File: src/rtl/ppu_pkg.sv
// Shared types and constants for the packed pixel palette unpacker.
`timescale 1ns / 1ps
package ppu_pkg;

  localparam int unsigned XY_W       = 12;
  localparam int unsigned COLOR_W    = 24;
  localparam int unsigned IDX_W      = 8;
  localparam int unsigned SLOT_MAX   = 8;
  localparam int unsigned OFIFO_DEPTH = 3;

  localparam int unsigned CFG_MODE_W   = 3;
  localparam int unsigned CFG_DIM_W    = 13;
  localparam int unsigned CFG_STRIDE_W = 14;
  localparam int unsigned CFG_IDX_W    = 2;

  typedef enum logic [1:0] {
    REQ_PAL_WRITE = 2'd0,
    REQ_RASTER    = 2'd1,
    REQ_RESTART   = 2'd2
  } req_e;

  typedef enum logic [2:0] {
    MODE_1BPP  = 3'd0,
    MODE_2BPP  = 3'd1,
    MODE_4BPP  = 3'd2,
    MODE_8BPP  = 3'd3,
    MODE_24BPP = 3'd4
  } mode_e;

  typedef enum logic [CFG_IDX_W-1:0] {
    CFG_DEPTH_MODE = 2'd0,
    CFG_WIDTH      = 2'd1,
    CFG_HEIGHT     = 2'd2,
    CFG_STRIDE     = 2'd3
  } cfg_idx_e;

  typedef struct packed {
    logic [CFG_MODE_W-1:0]   mode;
    logic [CFG_DIM_W-1:0]    width;
    logic [CFG_DIM_W-1:0]    height;
    logic [CFG_STRIDE_W-1:0] stride;
  } cfg_t;

  // Palette write from the request side to the palette memory.
  typedef struct packed {
    logic               en;
    logic [IDX_W-1:0]   index;
    logic [COLOR_W-1:0] color;
  } pal_wr_t;

  // One pixel slot leaving the issue stage.
  typedef struct packed {
    logic               valid;
    logic [IDX_W-1:0]   idx;
    logic               direct;
    logic [COLOR_W-1:0] rgb;
    logic [XY_W-1:0]    x;
    logic [XY_W-1:0]    y;
    logic               last;
    logic               done;
  } iss_t;

  typedef struct packed {
    logic [XY_W-1:0] x;
    logic [XY_W-1:0] y;
    logic [7:0]      red;
    logic [7:0]      green;
    logic [7:0]      blue;
    logic            last;
    logic            done;
  } pix_t;

endpackage

File: src/rtl/ppu_if.sv


interface ppu_pix_if import ppu_pkg::*; ();
  logic            valid;
  logic            ready;
  logic [XY_W-1:0] pixel_x;
  logic [XY_W-1:0] pixel_y;
  logic [7:0]      red;
  logic [7:0]      green;
  logic [7:0]      blue;
  logic            last_of_item;
  logic            image_done;

  modport source (output valid, pixel_x, pixel_y, red, green, blue, last_of_item,
                  image_done, input ready);
  modport sink   (input valid, pixel_x, pixel_y, red, green, blue, last_of_item,
                  image_done, output ready);
endinterface


File: src/rtl/ppu_ofifo.sv
// Three-entry output queue that decouples pixel issue from the pixel channel.
`timescale 1ns / 1ps
module ppu_ofifo import ppu_pkg::*; (
  input  logic       clk_i,
  input  logic       rst_ni,
  input  logic       push_i,
  input  pix_t       data_i,
  output logic [1:0] cnt_o,
  ppu_pix_if.source  pix_o
);

  pix_t       mem_q [OFIFO_DEPTH];
  logic [1:0] wr_q, wr_d;
  logic [1:0] rd_q, rd_d;
  logic [1:0] cnt_q, cnt_d;
  logic       pop;
  pix_t       head;

  assign pop  = pix_o.valid && pix_o.ready;
  assign head = mem_q[rd_q];

  always_comb begin
    wr_d  = wr_q;
    rd_d  = rd_q;
    cnt_d = cnt_q;
    if (push_i) begin
      wr_d = (wr_q == 2'(OFIFO_DEPTH - 1)) ? 2'd0 : wr_q + 2'd1;
    end
    if (pop) begin
      rd_d = (rd_q == 2'(OFIFO_DEPTH - 1)) ? 2'd0 : rd_q + 2'd1;
    end
    case ({push_i, pop})
      2'b10:   cnt_d = cnt_q + 2'd1;
      2'b01:   cnt_d = cnt_q - 2'd1;
      default: cnt_d = cnt_q;
    endcase
  end

  always_ff @(posedge clk_i or negedge rst_ni) begin
    if (!rst_ni) begin
      wr_q  <= '0;
      rd_q  <= '0;
      cnt_q <= '0;
    end else begin
      wr_q  <= wr_d;
      rd_q  <= rd_d;
      cnt_q <= cnt_d;
    end
  end

  always_ff @(posedge clk_i) begin
    if (push_i) begin
      mem_q[wr_q] <= data_i;
    end
  end

  assign cnt_o              = cnt_q;
  assign pix_o.valid        = (cnt_q != 2'd0);
  assign pix_o.pixel_x      = head.x;
  assign pix_o.pixel_y      = head.y;
  assign pix_o.red          = head.red;
  assign pix_o.green        = head.green;
  assign pix_o.blue         = head.blue;
  assign pix_o.last_of_item = head.last;
  assign pix_o.image_done   = head.done;

  a_no_overflow: assert property (@(posedge clk_i) disable iff (!rst_ni)
    push_i |-> (cnt_q != 2'(OFIFO_DEPTH)))
    else $error("output queue written while full");

endmodule

File: src/flat_wrapper.sv
// flat-port wrapper written by rule: the top's interface ports become plain ports
module ppu_ofifo_flat import ppu_pkg::*;
  (clk_i, rst_ni, push_i, data_i, cnt_o, pix_o_valid, pix_o_pixel_x, pix_o_pixel_y, pix_o_red, pix_o_green, pix_o_blue, pix_o_last_of_item, pix_o_image_done, pix_o_ready);
  ppu_pix_if pix_o_i ();
  input  logic clk_i;
  input  logic rst_ni;
  input  logic push_i;
  input  pix_t data_i;
  output logic [1:0] cnt_o;
  output wire logic [$bits(pix_o_i.valid)-1:0] pix_o_valid;
  output wire logic [$bits(pix_o_i.pixel_x)-1:0] pix_o_pixel_x;
  output wire logic [$bits(pix_o_i.pixel_y)-1:0] pix_o_pixel_y;
  output wire logic [$bits(pix_o_i.red)-1:0] pix_o_red;
  output wire logic [$bits(pix_o_i.green)-1:0] pix_o_green;
  output wire logic [$bits(pix_o_i.blue)-1:0] pix_o_blue;
  output wire logic [$bits(pix_o_i.last_of_item)-1:0] pix_o_last_of_item;
  output wire logic [$bits(pix_o_i.image_done)-1:0] pix_o_image_done;
  input wire logic [$bits(pix_o_i.ready)-1:0] pix_o_ready;
  assign pix_o_valid = pix_o_i.valid;
  assign pix_o_pixel_x = pix_o_i.pixel_x;
  assign pix_o_pixel_y = pix_o_i.pixel_y;
  assign pix_o_red = pix_o_i.red;
  assign pix_o_green = pix_o_i.green;
  assign pix_o_blue = pix_o_i.blue;
  assign pix_o_last_of_item = pix_o_i.last_of_item;
  assign pix_o_image_done = pix_o_i.image_done;
  assign pix_o_i.ready = pix_o_ready;
  ppu_ofifo u_core (.clk_i(clk_i), .rst_ni(rst_ni), .push_i(push_i), .data_i(data_i), .cnt_o(cnt_o), .pix_o(pix_o_i));
endmodule
File: config.mk
export PLATFORM = sky130hd
export DESIGN_NAME = ppu_ofifo_flat
export DESIGN_NICKNAME = d
export VERILOG_FILES = /design/src/rtl/ppu_pkg.sv /design/src/rtl/ppu_if.sv /design/src/rtl/ppu_ofifo.sv /design/src/flat_wrapper.sv
export SDC_FILE = /design/constraint.sdc
export NUM_CORES = 1
export LEC_CHECK = 0
export BUFFER_PORTS_ARGS = -buffer_cell sky130_fd_sc_hd__buf_2
export CORE_ASPECT_RATIO = 0.7
export CORE_MARGIN = 1.5
export CORE_UTILIZATION = 60
export CTS_BUF_LIST = sky130_fd_sc_hd__clkbuf_4 sky130_fd_sc_hd__clkbuf_8
export DETAILED_ROUTE_END_ITERATION = 10
export PLACE_DENSITY_LB_ADDON = 0.1
export SLEW_MARGIN = 20
export SYNTH_ARGS = -nofsm -noshare
export SYNTH_HDL_FRONTEND = slang
export SYNTH_SLANG_ARGS = --single-unit
File: constraint.sdc
create_clock -name clk_i -period 12.76 [get_ports clk_i]
set_input_delay 3.19 -clock clk_i [delete_from_list [all_inputs] [get_ports clk_i]]
set_output_delay 3.19 -clock clk_i [all_outputs]
set_load 0.02 [all_outputs]
=== Word-level counts from Yosys, hierarchy flattened ===
Memory sizes are Yosys's and may differ from the RTL's.
Index checks and enable logic that the tools add are counted.
Widths: inputs -> output; s select.

* Bits in registers: 6
* Bits in latches: 0
* RAM bits: 150
* ROM bits: 0
* Memories kept: 1

* $add $sub $neg: 4
* Multipliers: 0
* Div/mod/pow operators: 0
* $lt $le $gt $ge: 0
* Eq/ne operators: 4
* Shifts and indexed selects: 0
* Multiplexer cells: 5
* Bitwise operators: 0
* Reduce and logical (&&, ||, !) cells: 3

{| class="wikitable"
|+ Memory list
! name !! words !! width !! rd ports !! clocked after memory_dff !! write ports !! RTL line !! source
|-
| u_core.mem_q || 3 || 50 || 1 || 0 || 1 || ppu_ofifo.sv:12 || <nowiki>pix_t mem_q [OFIFO_DEPTH];</nowiki>
|}

{| class="wikitable"
|+ Operator list
! cell !! count
|-
| $add 2x1->2 const B || 3
|-
| $eq 2x2->1 const B || 3
|-
| $mux 2 || 2
|-
| $pmux 2 s2 || 1
|-
| $reduce_bool 2->1 || 2
|-
| $eq 2x1->1 const B || 1
|-
| $mux 1 || 2
|-
| $sub 2x1->2 const B || 1
|-
| $logic_and 1x1->1 || 1
|}

=== Depth between registers and ports, before layout ===
Gate-level depths: netlist of run 1.

* Depth in word-level cells: 4
* Gate-level depth with buffers: 6
* Depth with buffers taken out: 6

=== Least setup slack after synthesis of run 1 ===
No wires, ideal clock.

* Path kind: input to register
* Start: input port push_i
* End: memory u_core.mem_q[2][0] (netlist bit), enable pin
* Setup time: 0.530 ns
* Data arrival time: 6.934 ns
* Slack: 5.297 ns
* Cell stages on the path: 2
* Buffers on the path: 0
* Cell sequence: inv_1 -> nor3b_1

* Cells in the longest elaborated chain, start to end: 2

{| class="wikitable"
|+ Ends and longest elaborated chain
! what !! RTL line !! source
|-
| start, declared || flat_wrapper.sv:7 || <nowiki>input logic push_i;</nowiki>
|-
| $mux 1 || ppu_ofifo.sv:52 || <nowiki>if (push_i) begin</nowiki>
|-
| $mux 1 (not written as such) || ppu_ofifo.sv:53 || <nowiki>mem_q[wr_q] <= data_i;</nowiki>
|-
| end, declared || ppu_ofifo.sv:12 ||
|}

No other way between the ends.

=== Worst setup path after layout of run 1 ===
* Start: register u_core.rd_q[0]
* End: output port pix_o_pixel_x[0]

* Cells in the longest elaborated chain, start to end: 1

{| class="wikitable"
|+ Ends and longest elaborated chain
! what !! RTL line !! source
|-
| start, declared || ppu_ofifo.sv:14 || <nowiki>logic [1:0] rd_q, rd_d;</nowiki>
|-
| start signal, assigned || ppu_ofifo.sv:46 || <nowiki>rd_q <= rd_d;</nowiki>
|-
| $mem_v2 3x50 || -- ||
|-
| end, declared || flat_wrapper.sv:11 || <nowiki>output wire logic [$bits(pix_o_i.pixel_x)-1:0] pix_o_pixel_x;</nowiki>
|}

No other way between the ends.

==> results of run 1 <==
[metal layers]
layer | vias up | global-route usage (%) | part of all wire, %
met5 | - | 0 | 0
met4 | 0 | 6.74 | 0.63
met3 | 7 | 7.45 | 6.5
met2 | 81 | 31.7 | 49
met1 | 1529 | 23.9 | 44
li1 | 1521 | - | -
[flip-flops by register name, summed over array words and instances (netlist names)]
signal,flops
u_core.cnt_o,2
u_core.mem_q,150
u_core.rd_q,2
u_core.wr_q,2
[layout by cell type, fill, tap and decap left out, types with 3 or more instances in the layout]
cell type  synthesis  layout
a21o_1             3       3
buf_2              7     106
buf_4              1       5
bufinv_16          0       4
clkbuf_8           0      17
clkinv_4           0       5
dfrtp_1            6       4
edfxtp_1         150     150
mux2i_1           50      50
nand2_1           52      52
o21ai_1           52      52
[cells in the mapped netlist]
cell type  number  area [sq um]
edfxtp_1      150          4500
xor2_1          1          8.76
buf_12          5           100
or2_2           1          6.26
nand2_1        52           195
nor3b_1         1          7.51
nand2b_1        1          6.26
o21ai_1        52           260
buf_4           1          7.51
buf_6           1          11.3
nor3_2          1          10.0
nor3_1          1          5.00
ha_1            1          12.5
xnor2_1         2          17.5
buf_2           7          35.0
a21o_1          3          22.5
dfrtp_1         6           150
clkbuf_1        3          11.3
inv_1           2          7.51
nor2_1          2          7.51
mux2i_1        50           500
[logic make-up after synthesis]
kind of cell	share of synthesized area [%]
fa+ha+maj	0.213
mux	8.50
flops	79.1
compound gates	4.80
buf+inv	2.93
xor+xnor	0.446
simple gates	4.04
[cell type report]
type,instances,share of cell area (%)
flip-flops and latches,156,67.5
diodes,1,0.0362
repair buffers,111,8.22
well taps,128,2.32
multi-input cells,168,15.6
clock buffers,17,3.39
clock inverters,15,2.86
inverters,2,0.109
[path summary, 6_finish.rpt]
| check | to | depth (start not counted) | slack [ns] |
|---|---|---|---|
| worst max register to register | u_core.mem_q[2][24]$_DFFE_PP_ | 2 | 10.71 |
| worst max-delay path | pix_o_pixel_x[0] | 3 | 7.46 |
| min in group asynchronous | u_core.cnt_o[0]$_DFFE_PN0P_ | 1 | 2.57 |
| worst min-delay path | u_core.cnt_o[1]$_DFFE_PN0P_ | 1 | 0.51 |
| max in group asynchronous | u_core.rd_q[1]$_DFFE_PN0P_ | 1 | 10.02 |
| worst min register to register | u_core.cnt_o[1]$_DFFE_PN0P_ | 1 | 0.51 |
[power groups by stage]
stage | logic, mW | registers (mW) | clock network, mW
2_1_floorplan | 0.422 | 0.701 | 0
6_report | 0.474 | 0.768 | 0.389
5_1_grt | 0.513 | 0.782 | 0.415
3_3_place_gp | 0.474 | 0.778 | 0
3_5_place_dp | 0.479 | 0.781 | 0
4_1_cts | 0.481 | 0.769 | 0.396
[metrics by stage]
| stage | util, % | worst slack (ns) | instance area (sq um) | std cells | total power, mW |
|---|---|---|---|---|---|
| after floorplan | - | 5.30 | 5890 | 343 | 1.12 |
| after global placement | 67.4 | 7.79 | 6470 | 565 | 1.25 |
| after detailed placement | 67.4 | 7.78 | 6470 | 565 | 1.26 |
| after CTS | 71.9 | 7.42 | 6910 | 597 | 1.65 |
| after global routing | 71.9 | 7.33 | 6910 | 597 | 1.71 |
| final | 71.9 | 7.46 | 6910 | 598 | 1.63 |
[worst register-to-register path, cell delays in order, from the launching register on]
cell and delay, ns:
dfrtp_1 0.44, nor3b_2 0.73, buf_4 0.52
==> run metrics, run 1 <==
worst r2r src=u_core.wr_q[1]$_DFFE_PN0P_; Initial Util=between 60% and 70%; area of the die=~10000 sq um; register area share after synthesis=79.1%; Int Power=about 1.1 mW; Ports=between 100 and 150; Worst Hold Class=reg2reg; area of the multi-input gates=~1100 sq um; core area=between 9000 and 10000 sq um; CTS Buf Count=17; arrival time worst endpoint=~2.1 ns; delay-heaviest family, CP=flip-flops; outcome=complete, no violations; Final Hold Fails=0; vias in the first global route=2924; CTS Sinks=around 160; H-tree Lvls=4; initial antenna violation count=1; Syn Area/Cell=around 17 sq um; Port Buffer Count=106; FMAX=~190 MHz; clk_lat worst skew=roughly 0.42 ns; # setup viols final=0; crit path buf inv count=1; GR Overflow Total=0; row cnt=30; clock tree buffer depth=2; vias per inst=around 5.2; Net Switching=0.578 mW; setup_tns=0 ns; VDD IR-drop max=between 0.1 and 0.15 mV; Yosys reg bits=approximately 160; yosys warns=0; Worst path slowest cell=dfrtp_4; WL/cell=between 15 and 20 um; Worst setup SP type=flip-flop; Net Sw Frac=~35%; worst hold margin=0.513 ns; Synth Instances=between 300 and 400; Setup crit end kind=primary output; hpwl dp=approximately 5.7 mm; Worst Path Max Fanout=between 50 and 60; Total Routed Length=a little under 10 mm; Yosys cell types=21; CP peak stage delay=between 1 and 1.5 ns; crit path from=u_core.rd_q[0]$_DFFE_PN0P_; Die H=between 80 and 90 um; RSZ-0062 raised after global routing=no; DRC violations left=0; PD cells=between 200 and 250 nW/um^2; Post-CTS Hold Buffers=0; CP cell instances=mux2i_1 > o21ai_1 > buf_2; Max Cap Viol=0; max_slew headroom=between 30% and 40%; post-cts sizing count=0; Setup Buffers After CTS=0; first-pass GRT wire length=~15 mm; largest net degree at the start of global routing=104; Fillers=633; register area=between 4000 and 5000 sq um; synthesized area=between 5000 and 6000 sq um; CTS tree=yes; part of the power in combinational logic=29.1%; clock transition at the registers of the reported paths=approximately 0.080 ns; Final Max Tran Viols=0; GR Util All Layers=approximately 19%; worst-margin pin slew=approximately 1.0 ns; Antenna Nets Post-Route=0; Leak Pwr=2.57 nW; TritonRoute pass-1 iters=4; vias=~3100; Final #Nets=slightly above 500; sequential power share=a little under half; area grow syn2layout=17.4%; Clock Skews=0.00622 ns; Crit Path Class=reg2out; layout cells sized above 1=between 30% and 40%; period utilization=between 40% and 50%; required time of the critical path=roughly 9.6 ns; hold path start=u_core.cnt_o[1]$_DFFE_PN0P_; clock power share=roughly a quarter; GPL Wtd Cong=approximately 0.72; CTS Root Cell=clkbuf_8; Die Wd=about 120 um; net count after synthesis=around 400; min Tclk post-route=5.30 ns; DRT iter0 DRCs=between 200 and 250
Power figures use the tool's default switching activity.
==> inputs of run 2 (changes only) <==
Settings changed: CORE_UTILIZATION 60 to 57.
Clock period 12.76 ns to 5.52 ns, I/O delays scaled along.
==> run 2 against run 1 <==
  * Via count is 2.5% lower
  * Worst hold slack improved by 0.0022 ns
  * First-iteration DRC count decreased by 8.4%
  * Largest power group unchanged
==> run metrics, run 2 (synthesis results as in run 1) <==
CP cell instances=mux2i_1 > o21ai_1 > buf_2; Setup crit end kind=primary output; CTS Root Cell=clkbuf_8; area grow syn2layout=18.1%; required time of the critical path=slightly above 4 ns; outcome=complete, no violations; worst r2r src=u_core.wr_q[0]$_DFFE_PN0P_; Final #Nets=slightly above 500; hold path start=u_core.cnt_o[1]$_DFFE_PN0P_; max_slew headroom=between 30 and 40%; layout cells sized above 1=a little under a third; Crit Path Class=reg2out; Reg2Reg Capture Point=u_core.mem_q[1][1]$_DFFE_PP_; CTS Buf Count=17; GR Util All Layers=between 10% and 20%; FMAX=about 290 MHz; delay-heaviest family, CP=flip-flops; WL/cell=15.9 um; Die Wd=~120 um; VDD IR-drop max=0.450 mV; area of the die=11000 sq um; period utilization=approximately 63%; Worst Hold Class=reg2reg; vias=between 3000 and 4000; largest net degree at the start of global routing=around 100; initial antenna violation count=0; hold path endpoint=u_core.cnt_o[1]$_DFFE_PN0P_; clock tree buffer depth=2; CP peak stage delay=1.06 ns; row cnt=30; core area=~10000 sq um; clock transition at the registers of the reported paths=0.07 ns; Final Max Tran Viols=0; GR Overflow Total=0; CTS tree=yes; Die H=88.0 um; Worst path slowest cell=dfrtp_4; commonest non-fill, non-tap cell in the layout=edfxtp_1; Leak Pwr=2.59 nW; DRT iter0 DRCs=between 200 and 250; worst hold margin=0.515 ns; Initial Util=between 50 and 60%; vias in the first global route=roughly 3000; # setup viols final=0; crit path buf inv count=1; H-tree Lvls=4; Clock Skews=about 0.0069 ns; PD cells=approximately 550 nW/um^2; Antenna Nets Post-Route=0; clk_lat worst skew=between 0.4 and 0.5 ns; DRC violations left=0; Total Routed Length=9.52 mm; final non-filler cell total=roughly 600; Hold Path Stages=1; post-cts sizing count=0; dpl cells=565; worst-margin pin slew=1.00 ns; Port Buffer Count=106; setup_tns=0 ns; first-pass GRT wire length=roughly 15 mm; CTS Sinks=about 160; Top reg by flops=u_core.mem_q; vias per inst=5.12; hpwl dp=roughly 5.5 mm; Ports=107; commonest cells after routing, fill and taps aside=edfxtp_1, buf_2, nand2_1, o21ai_1, mux2i_1; TritonRoute pass-1 iters=4; Setup Buffers After CTS=0; flop-to-flop setup slack=slightly below 4 ns; min Tclk post-route=approximately 3.5 ns; # diodes=0; Final Hold Fails=0; max FFs per register=150; fin util=between 70% and 80%; arrival time worst endpoint=2.12 ns; Post-CTS Hold Buffers=0; Worst setup SP type=flip-flop; Max Cap Viol=0; Reg2Reg Depth=3; RSZ-0062 raised after global routing=no; GPL Wtd Cong=between 0.7 and 0.8; Worst Path Max Fanout=53
==> run 2: changes by cell type in the layout (fill, tap and decap cells not counted), sizes merged <==
cell      before  now
clkinv         9    3
clkbuf        17   20
clkinvlp       1    3
buf          111  112
bufinv         4    5
diode          1    0
inv            3    2
==> run 2: worst max-delay path by stage <==
stage | startpoint | end | slack (ns) | cells after the start
floorplan | push_i | u_core.mem_q[0][0]$_DFFE_PP_ | 0.08 | 2
global placement | push_i | u_core.mem_q[1][4]$_DFFE_PP_ | 2.34 | 4
detailed placement | push_i | u_core.mem_q[1][1]$_DFFE_PP_ | 2.33 | 4
CTS | u_core.rd_q[0]$_DFFE_PN0P_ | pix_o_pixel_y[11] | 1.98 | 3
global route | u_core.rd_q[0]$_DFFE_PN0P_ | pix_o_pixel_y[4] | 1.86 | 3
finish | u_core.rd_q[0]$_DFFE_PN0P_ | pix_o_pixel_y[5] | 2.02 | 3
==> run 2: layout make-up <==
cell class	count	area, sq um
repair buffers	112	588
clock buffers	20	256
fillers	673	2920
well taps	128	160
multi-input cells	168	1080
inverters	2	7.51
clock inverters	11	194
flip-flops and latches	156	4660
==> run 2: through the flow <==
stage / power, mW / area (sq um) / worst slack [ns]
floorplan: 2.59 / 5890 / 0.0787
global placement: 2.89 / 6480 / 2.34
detailed placement: 2.91 / 6480 / 2.33
CTS: 3.85 / 6930 / 1.98
global route: 4.02 / 6950 / 1.86
finish: 3.81 / 6950 / 2.02
==> run 2: power by group <==
| part | switching, mW | total (mW) | internal (mW) |
|---|---|---|---|
| Sequential | 0.254 | 1.77 | 1.52 |
| Clock | 0.386 | 0.937 | 0.551 |
| Combinational | 0.673 | 1.10 | 0.428 |
==> run 2: per-layer routing <==
layer	wire length (um)	global-route usage, %	up-vias	part of all wire [%]
met2	4580	29.0	92	48
li1	-	-	1515	-
met1	4150	23.5	1445	44
met3	720	8.86	7	7.6
met4	76	5.75	0	0.80
met5	0	0	-	0
==> run 2: worst register-to-register path, cell delays in order, from the launching register on <==
cell and delay (ns):
dfrtp_1 0.46, nand2_1 0.12, nor2_4 0.41, buf_4 0.34
